### src/hw/rtl/lfic_pkg.sv
`default_nettype none
// ----------------------------------------------------------------------------
// lfic_pkg: shared types and constants for the legacy float converter
// Mode and status codes, exponent rebias constants and byte swap helpers.
// ----------------------------------------------------------------------------
package lfic_pkg;

  typedef enum logic [1:0] {
    MODE_L64_TO_DBL = 2'd0,
    MODE_DBL_TO_L64 = 2'd1,
    MODE_L32_TO_SGL = 2'd2,
    MODE_SGL_TO_L32 = 2'd3
  } mode_t;

  typedef enum logic [1:0] {
    ST_OK    = 2'd0,
    ST_UNDER = 2'd1,
    ST_OVER  = 2'd2
  } status_t;

  localparam int WORD_W = 64;
  localparam int HALF_W = 32;

  localparam logic [10:0] DBL_REBIAS  = 11'd767;
  localparam logic [10:0] DBL_EXP_MAX = 11'd1278;
  localparam logic [8:0]  SGL_REBIAS  = 9'd129;
  localparam logic [8:0]  SGL_EXP_MAX = 9'd382;

  function automatic logic [WORD_W-1:0] swap64(input logic [WORD_W-1:0] v);
    logic [WORD_W-1:0] r;
    for (int i = 0; i < 8; i++) begin
      r[8*i +: 8] = v[8*(7-i) +: 8];
    end
    return r;
  endfunction

  function automatic logic [HALF_W-1:0] swap32(input logic [HALF_W-1:0] v);
    return {v[7:0], v[15:8], v[23:16], v[31:24]};
  endfunction

endpackage
`default_nettype wire

### src/hw/rtl/legacy_float_ieee_converter_top.sv
`default_nettype none
// ----------------------------------------------------------------------------
// legacy_float_ieee_converter_top: legacy float / IEEE 754 word converter
// Input register, conversion logic and result register with stall flow.
// ----------------------------------------------------------------------------
// Takes one word per cycle while in_stall is low: the word is captured in an
// input register, converted by one pass of repacking logic (one exponent add
// and its range compares) and held in a result register. The input register
// keeps accepting while a result waits on a stalled output; in_stall rises
// only when both registers are full and out_stall is high.
module legacy_float_ieee_converter_top (
  input  logic                clk,
  input  logic                rst_n,
  input  logic                in_valid,
  output logic                in_stall,
  input  lfic_pkg::mode_t     in_mode,
  input  logic [63:0]         in_buffer_in,
  output logic                out_valid,
  input  logic                out_stall,
  output logic [63:0]         out_buffer_out,
  output lfic_pkg::status_t   out_status
);
  import lfic_pkg::*;

  logic        s1_valid_r;
  logic        s1_valid_nxt;
  mode_t       s1_mode_r;
  logic [63:0] s1_buf_r;
  logic        out_valid_r;
  logic        out_valid_nxt;
  logic [63:0] out_buf_r;
  status_t     out_status_r;
  logic [63:0] conv_buf;
  status_t     conv_status;
  logic        in_take;
  logic        s1_adv;

  lfic_conv u_conv (
    .mode    (s1_mode_r),
    .buf_in  (s1_buf_r),
    .buf_out (conv_buf),
    .status  (conv_status)
  );

  always_comb begin
    in_stall      = s1_valid_r && out_valid_r && out_stall;
    in_take       = in_valid && !in_stall;
    s1_adv        = s1_valid_r && !(out_valid_r && out_stall);
    s1_valid_nxt  = in_take || (s1_valid_r && !s1_adv);
    out_valid_nxt = s1_adv || (out_valid_r && out_stall);
  end

  always_ff @(posedge clk) begin
    if (!rst_n) begin
      s1_valid_r  <= 1'b0;
      out_valid_r <= 1'b0;
    end else begin
      s1_valid_r  <= s1_valid_nxt;
      out_valid_r <= out_valid_nxt;
    end
  end

  always_ff @(posedge clk) begin
    if (in_take) begin
      s1_mode_r <= in_mode;
      s1_buf_r  <= in_buffer_in;
    end
    if (s1_adv) begin
      out_buf_r    <= conv_buf;
      out_status_r <= conv_status;
    end
  end

  assign out_valid      = out_valid_r;
  assign out_buffer_out = out_buf_r;
  assign out_status     = out_status_r;

`ifndef SYNTHESIS
  a_fault_modes: assert property (@(posedge clk) disable iff (!rst_n)
    s1_valid_r && conv_status != ST_OK |->
      s1_mode_r == MODE_DBL_TO_L64 || s1_mode_r == MODE_L32_TO_SGL)
    else $error("range fault in a mode that cannot fault");

  a_half_upper_zero: assert property (@(posedge clk) disable iff (!rst_n)
    s1_valid_r && (s1_mode_r == MODE_L32_TO_SGL || s1_mode_r == MODE_SGL_TO_L32) |->
      conv_buf[63:32] == 32'd0)
    else $error("32-bit mode result has upper bits set");

  a_hold_word: assert property (@(posedge clk) disable iff (!rst_n)
    s1_valid_r && out_valid_r && out_stall |=> s1_valid_r && $stable(s1_buf_r))
    else $error("input register dropped a word under stall");

  a_stall_full: assert property (@(posedge clk) disable iff (!rst_n)
    in_stall |-> s1_valid_r && out_valid_r)
    else $error("input stalled with a free register");
`endif

endmodule
`default_nettype wire

### src/hw/rtl/lfic_conv.sv
`default_nettype none
// ----------------------------------------------------------------------------
// lfic_conv: one-word format conversion
// Rebias the exponent, truncate or pad the mantissa, reverse byte order and
// flag exponent range faults for one buffer word.
// ----------------------------------------------------------------------------
module lfic_conv (
  input  lfic_pkg::mode_t         mode,
  input  logic [63:0]             buf_in,
  output logic [63:0]             buf_out,
  output lfic_pkg::status_t       status
);
  import lfic_pkg::*;

  logic [8:0]  l64_exp;
  logic [10:0] l64_dexp;
  logic [63:0] l64_dbl;
  logic [63:0] dbl_word;
  logic [10:0] dbl_exp;
  logic [10:0] dbl_lexp;
  logic [31:0] l32_word;
  logic [8:0]  l32_exp;
  logic [8:0]  l32_sexp;
  logic [31:0] l32_sgl;
  logic [31:0] sgl_word;
  logic [7:0]  sgl_exp;
  logic [8:0]  sgl_lexp;

  always_comb begin
    l64_exp  = buf_in[8:0];
    l64_dexp = {2'b00, l64_exp} + DBL_REBIAS;
    l64_dbl  = {buf_in[63], l64_dexp, buf_in[62:11]};

    dbl_word = swap64(buf_in);
    dbl_exp  = dbl_word[62:52];
    dbl_lexp = dbl_exp - DBL_REBIAS;

    l32_word = buf_in[31:0];
    l32_exp  = l32_word[8:0];
    l32_sexp = l32_exp - SGL_REBIAS;
    l32_sgl  = {l32_word[31], l32_sexp[7:0], l32_word[30:9], 1'b0};

    sgl_word = swap32(buf_in[31:0]);
    sgl_exp  = sgl_word[30:23];
    sgl_lexp = {1'b0, sgl_exp} + SGL_REBIAS;
  end

  always_comb begin
    buf_out = buf_in;
    status  = ST_OK;
    case (mode)
      MODE_L64_TO_DBL: begin
        if (l64_exp != 9'd0) begin
          buf_out = swap64(l64_dbl);
        end
      end
      MODE_DBL_TO_L64: begin
        buf_out = dbl_word;
        if (dbl_exp == 11'd0) begin
          status = ST_OK;
        end else if (dbl_exp < DBL_REBIAS) begin
          status = ST_UNDER;
        end else if (dbl_exp > DBL_EXP_MAX) begin
          status = ST_OVER;
        end else begin
          buf_out = {dbl_word[63], dbl_word[51:0], 2'b00, dbl_lexp[8:0]};
        end
      end
      MODE_L32_TO_SGL: begin
        buf_out = {32'd0, l32_word};
        if (l32_exp == 9'd0) begin
          status = ST_OK;
        end else if (l32_exp < SGL_REBIAS) begin
          status = ST_UNDER;
        end else if (l32_exp > SGL_EXP_MAX) begin
          status = ST_OVER;
        end else begin
          buf_out = {32'd0, swap32(l32_sgl)};
        end
      end
      MODE_SGL_TO_L32: begin
        buf_out = {32'd0, sgl_word};
        if (sgl_exp != 8'd0) begin
          buf_out = {32'd0, sgl_word[31], sgl_word[22:1], sgl_lexp};
        end
      end
      default: begin
        buf_out = buf_in;
        status  = ST_OK;
      end
    endcase
  end

endmodule
`default_nettype wire

### config.mk
export PLATFORM = sky130hd
export DESIGN_NAME = legacy_float_ieee_converter_top
export DESIGN_NICKNAME = d
export VERILOG_FILES = /design/src/hw/rtl/lfic_pkg.sv /design/src/hw/rtl/legacy_float_ieee_converter_top.sv /design/src/hw/rtl/lfic_conv.sv
export SDC_FILE = /design/constraint.sdc
export NUM_CORES = 1
export LEC_CHECK = 0
export BUFFER_PORTS_ARGS = -buffer_cell sky130_fd_sc_hd__buf_2
export CORE_ASPECT_RATIO = 0.5
export CORE_UTILIZATION = 27
export CTS_CLUSTER_DIAMETER = 200
export DETAILED_ROUTE_END_ITERATION = 6
export PLACE_DENSITY_LB_ADDON = 0.3
export SYNTH_ARGS = -nofsm -noshare
export SYNTH_HDL_FRONTEND = slang
export SYNTH_SLANG_ARGS = --single-unit
### constraint.sdc
create_clock -name clk -period 8.5 [get_ports clk]
set_input_delay 0.85 -clock clk [delete_from_list [all_inputs] [get_ports clk]]
set_output_delay 0.85 -clock clk [all_outputs]
set_load 0.01 [all_outputs]
==> results.py, run 1 <==
metrics = {
    "clock_network": {
        "post-cts-setup-buffers": 0,
        "cts.root.buffer_cell": "clkbuf_16",
        "clkLatencyLatePin_ns": 0.43,
        "tritoncts": "built",
        "cts_buffers": 17,
        "cts_num_sinks": 134,
        "cts_resized": 0,
        "hold_buffers": 0,
        "cts_buffer_depth": 2,
        "clk_pin_slew_ns": 0.06,
        "cts-htree-levels": 4,
    },
    "cells_and_area": {
        "nets": 938,
        "drive_gt1_frac": 0.251,
        "area_growth_pct": 20.1,
    },
    "critical_path": {
        "arrival_ns": 3.70,
        "worstPathRequired_ns": 8.66,
        "crit_path_cell_trace": "ha_1 -> nand4_1 -> o21ai_1 -> o2bb2ai_4 -> buf_4 -> mux2_1 -> a2111oi_0 -> a21oi_1",
        "criticalPathCategory": "flip-flop to flip-flop",
        "slowest_delay_ns": 0.75,
        "crit_fanout": 78,
        "cp_slowest_cell": "buf_4",
        "end_kind": "flip-flop",
        "crit_buf_inv": 1,
        "critical_path.top_delay_family": "compound AO/OA/AOI/OAI gates",
        "start_kind": "flip-flop",
    },
    "timing": {
        "setup_violations": 0,
        "fin_ws_ns": 4.96,
        "maxSlewHeadroom": 0.259,
        "min_period_ns": 3.54,
        "fin_crit_sh": 0.416,
        "hold_viol": 0,
        "fmax_ghz": 0.283,
        "grt_setup_unrepaired": "no",
        "setup_tns_ns": 0,
        "tightestPinTransition_ns": 1.11,
        "maxSlewViolCount": 0,
        "clock-skew-final_ns": 0.00849,
    },
    "place": {
        "gp_congestion": 0.862,
        "port_buffers": 137,
        "place_ws_ns": 4.96,
        "dp_hpwl_mm": 17.9,
    },
    "logic_synthesis": {
        "ys_ff_latch": 134,
        "synth_ff_type": "edfxtp_1",
        "async_flop_share": 0,
        "synth-edff-count": 132,
        "synth_seq_area_share": 0.515,
        "synth.avg_cell_area_um2": 10.3,
        "synth_warnings": 0,
        "synth_nets": 835,
        "synthesis.area_um2": 7770,
        "ys_types": 61,
        "synth_cells": 752,
    },
    "routing": {
        "drt-initial-drc-count": 711,
        "vias": 6511,
        "post-route-drc-count": 0,
        "wirelength_mm": 26.6,
        "wire_per_inst_um": 21.2,
        "drtPass1Iterations": 5,
        "ant_nets": 0,
        "via_per_inst": 5.20,
    },
    "global_route": {
        "grt_pass1_wl_mm": 40.2,
        "grt_remaining_overflow": 0,
        "grt_max_degree": 82,
        "grtUsageTotal": 0.182,
        "grt_pass1_vias": 6383,
        "antenna_found_initial": 2,
    },
    "pwr": {
        "power_frac_seq": 0.462,
        "leakagePower_nw": 3.53,
        "vdd_drop_max_mv": 0.134,
        "p_clk_frac": 0.414,
        "intPower_w": 0.00131,
        "p_per_area_nw_per_um2": 193,
        "power.switching_w": 0.000489,
        "switching_share": 0.272,
        "p_comb_frac": 0.125,
    },
    "floorplanning": {
        "rows": 43,
        "ios": 138,
        "start_util": 0.278,
        "die-area_um2": 29500,
        "die-width_um": 242,
        "die_h_um": 122,
        "core_area_um2": 28000,
    },
    "outcome": {
        "status": "complete, no violations",
    },
    "worst_hold_path": {
        "hold_class": "flip-flop to flip-flop",
    },
    "job": {
        "maxCapViolCount": 0,
    },
}
[cells by family (layout without fill, tap and decap cells)]
family,Yosys count,after routing,synth area share
simple gates,262,262,0.146
compound gates,177,177,0.156
flops,134,134,0.515
buf+inv,80,196,0.0462
mux,71,71,0.0990
xor+xnor,15,15,0.0169
fa+ha+maj,13,13,0.0209
other cells,0,1,0
[path summary, 6_finish.rpt]
check | to | cells past startpoint | start | slack (ns)
max | out_buffer_out[8]$_DFFE_PP_ | 8 | s1_buf_r[15]$_DFFE_PP_ | 4.96
min reg2reg | out_valid$_SDFF_PN0_ | 2 | s1_valid_r$_SDFF_PN0_ | 0.52
max reg2reg | out_buffer_out[8]$_DFFE_PP_ | 8 | s1_buf_r[15]$_DFFE_PP_ | 4.96
min | out_valid$_SDFF_PN0_ | 2 | s1_valid_r$_SDFF_PN0_ | 0.52
[sequential cells by signal, indices dropped and copies added (netlist names)]
signal / cells
out_status: 2
s1_buf_r: 64
out_valid: 1
s1_valid_r: 1
out_buffer_out: 64
s1_mode_r: 2
[layer usage]
metal	vias up	track usage	wire, um
li1	2974	-	-
met1	3228	0.245	11400
met2	266	0.293	12600
met3	41	0.0375	1990
met4	2	0.0601	582
met5	-	0	10
[power groups by stage]
stage | Combinational (W) | Sequential, W | Clock (W)
after floorplan | 0.000147 | 0.000824 | 0
after detailed placement | 0.000224 | 0.000844 | 0
final | 0.000224 | 0.000832 | 0.000746
after CTS | 0.000225 | 0.000831 | 0.000760
after global routing | 0.000248 | 0.000835 | 0.000785
after global placement | 0.000224 | 0.000844 | 0
[worst min-delay path, cell delays in order (launching register included)]
cell and delay [ns]:
dfxtp_1 0.32, a21oi_1 0.11, nor2b_1 0.05
[layout by cell type (no fill, tap or decap), types with 4 or more instances in the layout]
cell / instances
nand2_1: 195
buf_2: 137
edfxtp_1: 132
o21ai_1: 34
a21oi_1: 29
mux2i_1: 27
nor2_1: 24
o21ai_0: 23
mux2_2: 22
mux2_1: 21
inv_1: 18
clkbuf_16: 17
a221oi_1: 16
a32oi_1: 14
ha_1: 12
nand3_1: 11
a31oi_1: 11
xnor2_1: 11
o211ai_1: 10
buf_4: 9
a221o_1: 6
a22oi_1: 5
nand2b_1: 5
nand4_1: 5
a31o_2: 4
xor2_1: 4
o22ai_1: 4
inv_6: 4
[cell type report]
| type | instances | area, um^2 |
|---|---|---|
| Antenna cell | 1 | 2.50 |
| Clock buffer | 19 | 443 |
| Clock inverter | 13 | 146 |
| Fill cell | 2899 | 18600 |
| Inverter | 18 | 67.6 |
| Multi-Input combinational cell | 538 | 3440 |
| Sequential cell | 134 | 4000 |
| Tap cell | 382 | 478 |
| Timing Repair Buffer | 146 | 753 |
[cell usage after synthesis, types with 6 or more instances]
master    instances  area, um^2
a21oi_1          29         145
a221o_1           6        60.1
a221oi_1         16         140
a31oi_1          11        68.8
a32oi_1          14         123
buf_2             8        40.0
clkbuf_1         45         169
edfxtp_1        132        3960
ha_1             13         163
inv_1            18        67.6
mux2_1           21         236
mux2_2           22         248
mux2i_1          27         270
nand2_1         195         732
nand3_1          12        60.1
nor2_1           24        90.1
o211ai_1         10        75.1
o21ai_0          23         115
o21ai_1          34         170
xnor2_1          11        96.3
[per-stage QoR]
| step | cell area [um^2] | cells | hold slack [ns] | util | total power [W] |
|---|---|---|---|---|---|
| after floorplan | 7770 | 752 | 0.466 | - | 0.000972 |
| after global placement | 8740 | 1218 | 0.490 | 0.312 | 0.00107 |
| after detailed placement | 8740 | 1218 | 0.513 | 0.312 | 0.00107 |
| after CTS | 9330 | 1250 | 0.525 | 0.333 | 0.00182 |
| after global routing | 9330 | 1250 | 0.549 | 0.333 | 0.00187 |
| final | 9330 | 1251 | 0.523 | 0.334 | 0.00180 |
Note: power is estimated with default switching activity, not from simulation.
==> run 2: changes to the inputs <==
clock period = 3.6 ns   (was 8.5 ns; I/O delays follow)
==> results.py, run 2 (same netlist as run 1, synthesis figures left out) <==
metrics = {
    "outcome": {
        "status": "complete, no violations",
    },
    "clock_network": {
        "clk_pin_slew_ns": 0.06,
        "cts_num_sinks": 134,
        "cts.root.buffer_cell": "clkbuf_16",
        "cts_buffers": 17,
        "cts_resized": 0,
        "post-cts-setup-buffers": 0,
        "cts-htree-levels": 4,
        "hold_buffers": 0,
        "tritoncts": "built",
        "clkLatencyLatePin_ns": 0.44,
        "cts_buffer_depth": 2,
    },
    "floorplanning": {
        "start_util": 0.278,
        "die-area_um2": 29500,
        "rows": 43,
        "die-width_um": 242,
        "ios": 138,
        "core_area_um2": 28000,
        "die_h_um": 122,
    },
    "global_route": {
        "met2_usage": 0.298,
        "grt_use_met1": 0.267,
        "grt_pass1_wl_mm": 41.2,
        "use_met3": 0.0353,
        "antenna_found_initial": 0,
        "grt_max_degree": 99,
        "grt_remaining_overflow": 0,
        "top_usage_layer": "met2",
        "grtUsageTotal": 0.192,
        "grt_pass1_vias": 6408,
    },
    "timing": {
        "setup_violations": 0,
        "min_period_ns": 3.24,
        "grt_setup_unrepaired": "no",
        "fmax_ghz": 0.308,
        "tightestPinTransition_ns": 1.07,
        "fin_crit_sh": 0.901,
        "maxSlewHeadroom": 0.286,
        "maxSlewViolCount": 0,
        "clock-skew-final_ns": 0.0150,
        "setup_tns_ns": 0,
        "hold_viol": 0,
    },
    "routing": {
        "ant_nets": 0,
        "drtPass1Iterations": 6,
        "post-route-drc-count": 0,
        "wirelength_mm": 27.9,
        "via_per_inst": 5.21,
        "drt-initial-drc-count": 736,
        "wire_per_inst_um": 22.0,
        "vias": 6612,
    },
    "pwr": {
        "power.switching_w": 0.00117,
        "leakagePower_nw": 3.63,
        "switching_share": 0.270,
        "vdd_drop_max_mv": 0.317,
        "p_clk_frac": 0.417,
        "p_comb_frac": 0.131,
        "p_per_area_nw_per_um2": 455,
        "power_frac_seq": 0.451,
        "intPower_w": 0.00316,
    },
    "place": {
        "dp_hpwl_mm": 19.6,
        "gp_congestion": 0.922,
        "port_buffers": 137,
        "place_area_um2": 8910,
        "placedCellCount": 1237,
    },
    "critical_path": {
        "criticalPathCategory": "flip-flop to flip-flop",
        "end_kind": "flip-flop",
        "worstPathRequired_ns": 3.73,
        "start_kind": "flip-flop",
        "arrival_ns": 3.37,
        "reg2reg_depth": 7,
        "crit_fanout": 24,
    },
    "worst_hold_path": {
        "worst_hold_path.num_cells": 1,
        "hold_class": "input pin to flip-flop",
    },
    "cells_and_area": {
        "diodes": 0,
        "nets": 957,
        "fill_cells": 2880,
        "area_growth_pct": 22.4,
        "layout.cells.most_common": "nand2_1",
        "finalNonFillerCells": 1269,
        "layout_common_cells": "nand2_1 (195), buf_2 (137), edfxtp_1 (132)",
        "fin_util": 0.340,
        "stdcell_area_um2": 9510,
        "drive_gt1_frac": 0.266,
    },
    "job": {
        "maxCapViolCount": 0,
    },
}
## run 2: changes by cell type in the layout (fill, tap and decap cells not counted), moves of 2 or more
cell,before,now
buf_12,0,2
buf_4,9,26
clkinv_2,2,0
clkinv_4,3,1
clkinvlp_4,2,5
## run 2: power groups by stage
stage	clock [W]	combinational [W]	sequential [W]
final	0.00181	0.000569	0.00195
after global routing	0.00191	0.000622	0.00196
after CTS	0.00185	0.000569	0.00195
after detailed placement	0	0.000566	0.00198
after global placement	0	0.000565	0.00198
after floorplan	0	0.000348	0.00194
## run 2: final cells by class
class | count | area [um^2] | area share
flip-flops and latches | 134 | 4000 | 0.421
multi-input cells | 538 | 3440 | 0.361
repair buffers | 165 | 921 | 0.0968
well taps | 382 | 478 | 0.0502
clock buffers | 18 | 429 | 0.0451
clock inverters | 14 | 175 | 0.0184
inverters | 18 | 67.6 | 0.00710
## run 2: stage by stage
stage / power [W] / setup WS (ns) / hold slack [ns]
6_report: 0.00433 / 0.358 / 0.0995
4_1_cts: 0.00437 / 0.411 / 0.0799
2_1_floorplan: 0.00229 / 0.839 / 0.459
3_3_place_gp: 0.00255 / 0.516 / 0.489
5_1_grt: 0.00449 / 0.247 / 0.0790
3_5_place_dp: 0.00255 / 0.425 / 0.517
## run 2: path summary, 6_finish.rpt
path                              start                     endpoint  slack [ns]
setup / recovery  s1_buf_r[0]$_DFFE_PP_  out_buffer_out[8]$_DFFE_PP_        0.36
hold / removal         in_buffer_in[30]       s1_buf_r[30]$_DFFE_PP_         0.1
setup reg to reg  s1_buf_r[0]$_DFFE_PP_  out_buffer_out[8]$_DFFE_PP_        0.36
hold reg to reg   s1_valid_r$_SDFF_PN0_         out_valid$_SDFF_PN0_        0.52
## run 2: critical path, cell delays in order, from the launching register on
cell,delay (ns)
edfxtp_1,0.58
ha_1,0.29
nand4_2,0.19
o2111a_2,0.36
o2bb2ai_4,0.65
mux2_1,0.37
a2111oi_0,0.41
a21oi_1,0.09
## run 2: metal layers
layer / up-vias / wire length [um]
met5: - / 0
met4: 0 / 691
met3: 40 / 1840
met2: 282 / 12700
met1: 3274 / 12700
li1: 3016 / -
==> run 3: changes to the inputs <==
==> constraint.sdc (replaced) <==
create_clock -name clk -period 3.6 [get_ports clk]
set_input_delay 1.08 -clock clk [delete_from_list [all_inputs] [get_ports clk]]
set_output_delay 1.08 -clock clk [all_outputs]
set_load 0.01 [all_outputs]
==> results.py, run 3 (same netlist as run 1, synthesis figures left out) <==
metrics = {
    "place": {
        "dp_hpwl_mm": 20.0,
        "port_buffers": 137,
        "gp_congestion": 0.897,
        "placedCellCount": 1241,
    },
    "timing": {
        "maxSlewHeadroom": 0.346,
        "min_period_ns": 3.08,
        "grt_setup_unrepaired": "no",
        "tightestPinTransition_ns": 0.981,
        "fmax_ghz": 0.324,
        "setup_tns_ns": 0,
        "maxSlewViolCount": 0,
        "clock-skew-final_ns": 0.0104,
        "fin_crit_sh": 0.857,
        "worst_hold_slack_ns": 0.532,
        "hold_viol": 0,
        "setup_violations": 0,
    },
    "critical_path": {
        "critical_path.top_delay_family": "compound AO/OA/AOI/OAI gates",
        "crit_start": "s1_buf_r[1]$_DFFE_PP_",
        "rr_startpoint": "s1_buf_r[1]$_DFFE_PP_",
        "r2r_slack_ns": 0.52,
        "r2r_end": "out_buffer_out[17]$_DFFE_PP_",
        "criticalPathCategory": "flip-flop to flip-flop",
        "crit_buf_inv": 2,
        "endpoint": "out_buffer_out[17]$_DFFE_PP_",
        "reg2reg_depth": 9,
        "arrival_ns": 3.25,
        "cp_slowest_cell": "edfxtp_1",
        "start_kind": "flip-flop",
        "slowest_delay_ns": 0.66,
        "worstPathRequired_ns": 3.76,
        "cp.depth": 9,
        "crit_path_cell_trace": "ha_1 -> nand4_2 -> o2111a_2 -> o2bb2ai_4 -> buf_12 -> buf_4 -> mux2_1 -> a21oi_1 -> a31oi_1",
        "end_kind": "flip-flop",
        "crit_fanout": 39,
    },
    "outcome": {
        "status": "complete, no violations",
    },
    "pwr": {
        "intPower_w": 0.00310,
        "leakagePower_nw": 3.66,
        "power.switching_w": 0.00116,
        "p_comb_frac": 0.138,
        "power_w": 0.00426,
        "power_frac_seq": 0.458,
        "p_clk_frac": 0.404,
        "switching_share": 0.273,
        "vdd_drop_max_mv": 0.336,
        "p_per_area_nw_per_um2": 445,
    },
    "global_route": {
        "antenna_found_initial": 1,
        "grt_max_degree": 44,
        "met2_usage": 0.288,
        "grt_remaining_overflow": 0,
        "grtUsageTotal": 0.189,
        "grt_pass1_wl_mm": 40.9,
        "grt_use_met1": 0.257,
        "grt_pass1_vias": 6356,
        "use_met3": 0.0463,
        "top_usage_layer": "met2",
    },
    "cells_and_area": {
        "layout_common_cells": "nand2_1 (195), buf_2 (137), edfxtp_1 (132)",
        "fill_cells": 2858,
        "layout.cells.most_common": "nand2_1",
        "drive_gt1_frac": 0.269,
        "diodes": 0,
        "multi_input_area_um2": 3440,
        "finalNonFillerCells": 1273,
        "area_growth_pct": 23.3,
        "nets": 961,
        "regArea_um2": 4000,
        "fin_util": 0.342,
    },
    "clock_network": {
        "cts_resized": 0,
        "cts-htree-levels": 4,
        "cts.root.buffer_cell": "clkbuf_16",
        "clk_pin_slew_ns": 0.07,
        "cts_buffer_depth": 2,
        "tritoncts": "built",
        "clkLatencyLatePin_ns": 0.44,
        "post-cts-setup-buffers": 0,
        "cts_buffers": 17,
        "hold_buffers": 0,
        "cts_num_sinks": 134,
    },
    "floorplanning": {
        "die_h_um": 122,
        "die-area_um2": 29500,
        "rows": 43,
        "start_util": 0.278,
        "die-width_um": 242,
        "ios": 138,
        "core_area_um2": 28000,
    },
    "routing": {
        "via_per_inst": 5.22,
        "drtPass1Iterations": 6,
        "ant_nets": 0,
        "vias": 6644,
        "wire_per_inst_um": 21.9,
        "drt-initial-drc-count": 692,
        "wirelength_mm": 27.9,
        "post-route-drc-count": 0,
    },
    "worst_hold_path": {
        "hold_class": "flip-flop to flip-flop",
    },
    "job": {
        "maxCapViolCount": 0,
    },
}
run 3: layout make-up:
cell class | count | share of cell area
inverters | 18 | 0.00705
well taps | 382 | 0.0499
clock buffers | 18 | 0.0448
flip-flops and latches | 134 | 0.418
repair buffers | 169 | 0.106
multi-input cells | 538 | 0.359
clock inverters | 14 | 0.0158
run 3: metal layers:
metal  routed length, um  up-vias
met1               12500     3258
met4                 874        0
li1                    -     3023
met2               12400      317
met5                   0        -
met3                2100       46
run 3: worst min-delay path by stage:
stage	end	cells past startpoint	slack [ns]	startpoint
3_5_place_dp	out_valid$_SDFF_PN0_	2	0.53	s1_valid_r$_SDFF_PN0_
3_3_place_gp	out_valid$_SDFF_PN0_	2	0.49	s1_valid_r$_SDFF_PN0_
6_report	out_valid$_SDFF_PN0_	2	0.53	s1_valid_r$_SDFF_PN0_
5_1_grt	out_valid$_SDFF_PN0_	2	0.58	s1_valid_r$_SDFF_PN0_
4_1_cts	out_valid$_SDFF_PN0_	2	0.54	s1_valid_r$_SDFF_PN0_
2_1_floorplan	out_valid$_SDFF_PN0_	2	0.47	s1_valid_r$_SDFF_PN0_
run 3: worst min-delay path, cell delays in order, from the launching register on:
cell	delay, ns
dfxtp_1	0.35
a21oi_1	0.05
nor2b_1	0.10
run 3: per-stage QoR:
stage / setup WS (ns) / instance area, um^2
5_1_grt: 0.332 / 9580
2_1_floorplan: 0.119 / 7780
3_3_place_gp: 0.570 / 9000
4_1_cts: 0.563 / 9580
6_report: 0.515 / 9580
3_5_place_dp: 0.575 / 9000
run 3: power groups by stage:
stage | logic, W | clock network (W) | registers, W
floorplan | 0.000348 | 0 | 0.00194
global placement | 0.000582 | 0 | 0.00198
detailed placement | 0.000584 | 0 | 0.00198
CTS | 0.000586 | 0.00176 | 0.00195
global route | 0.000639 | 0.00182 | 0.00196
finish | 0.000589 | 0.00172 | 0.00195
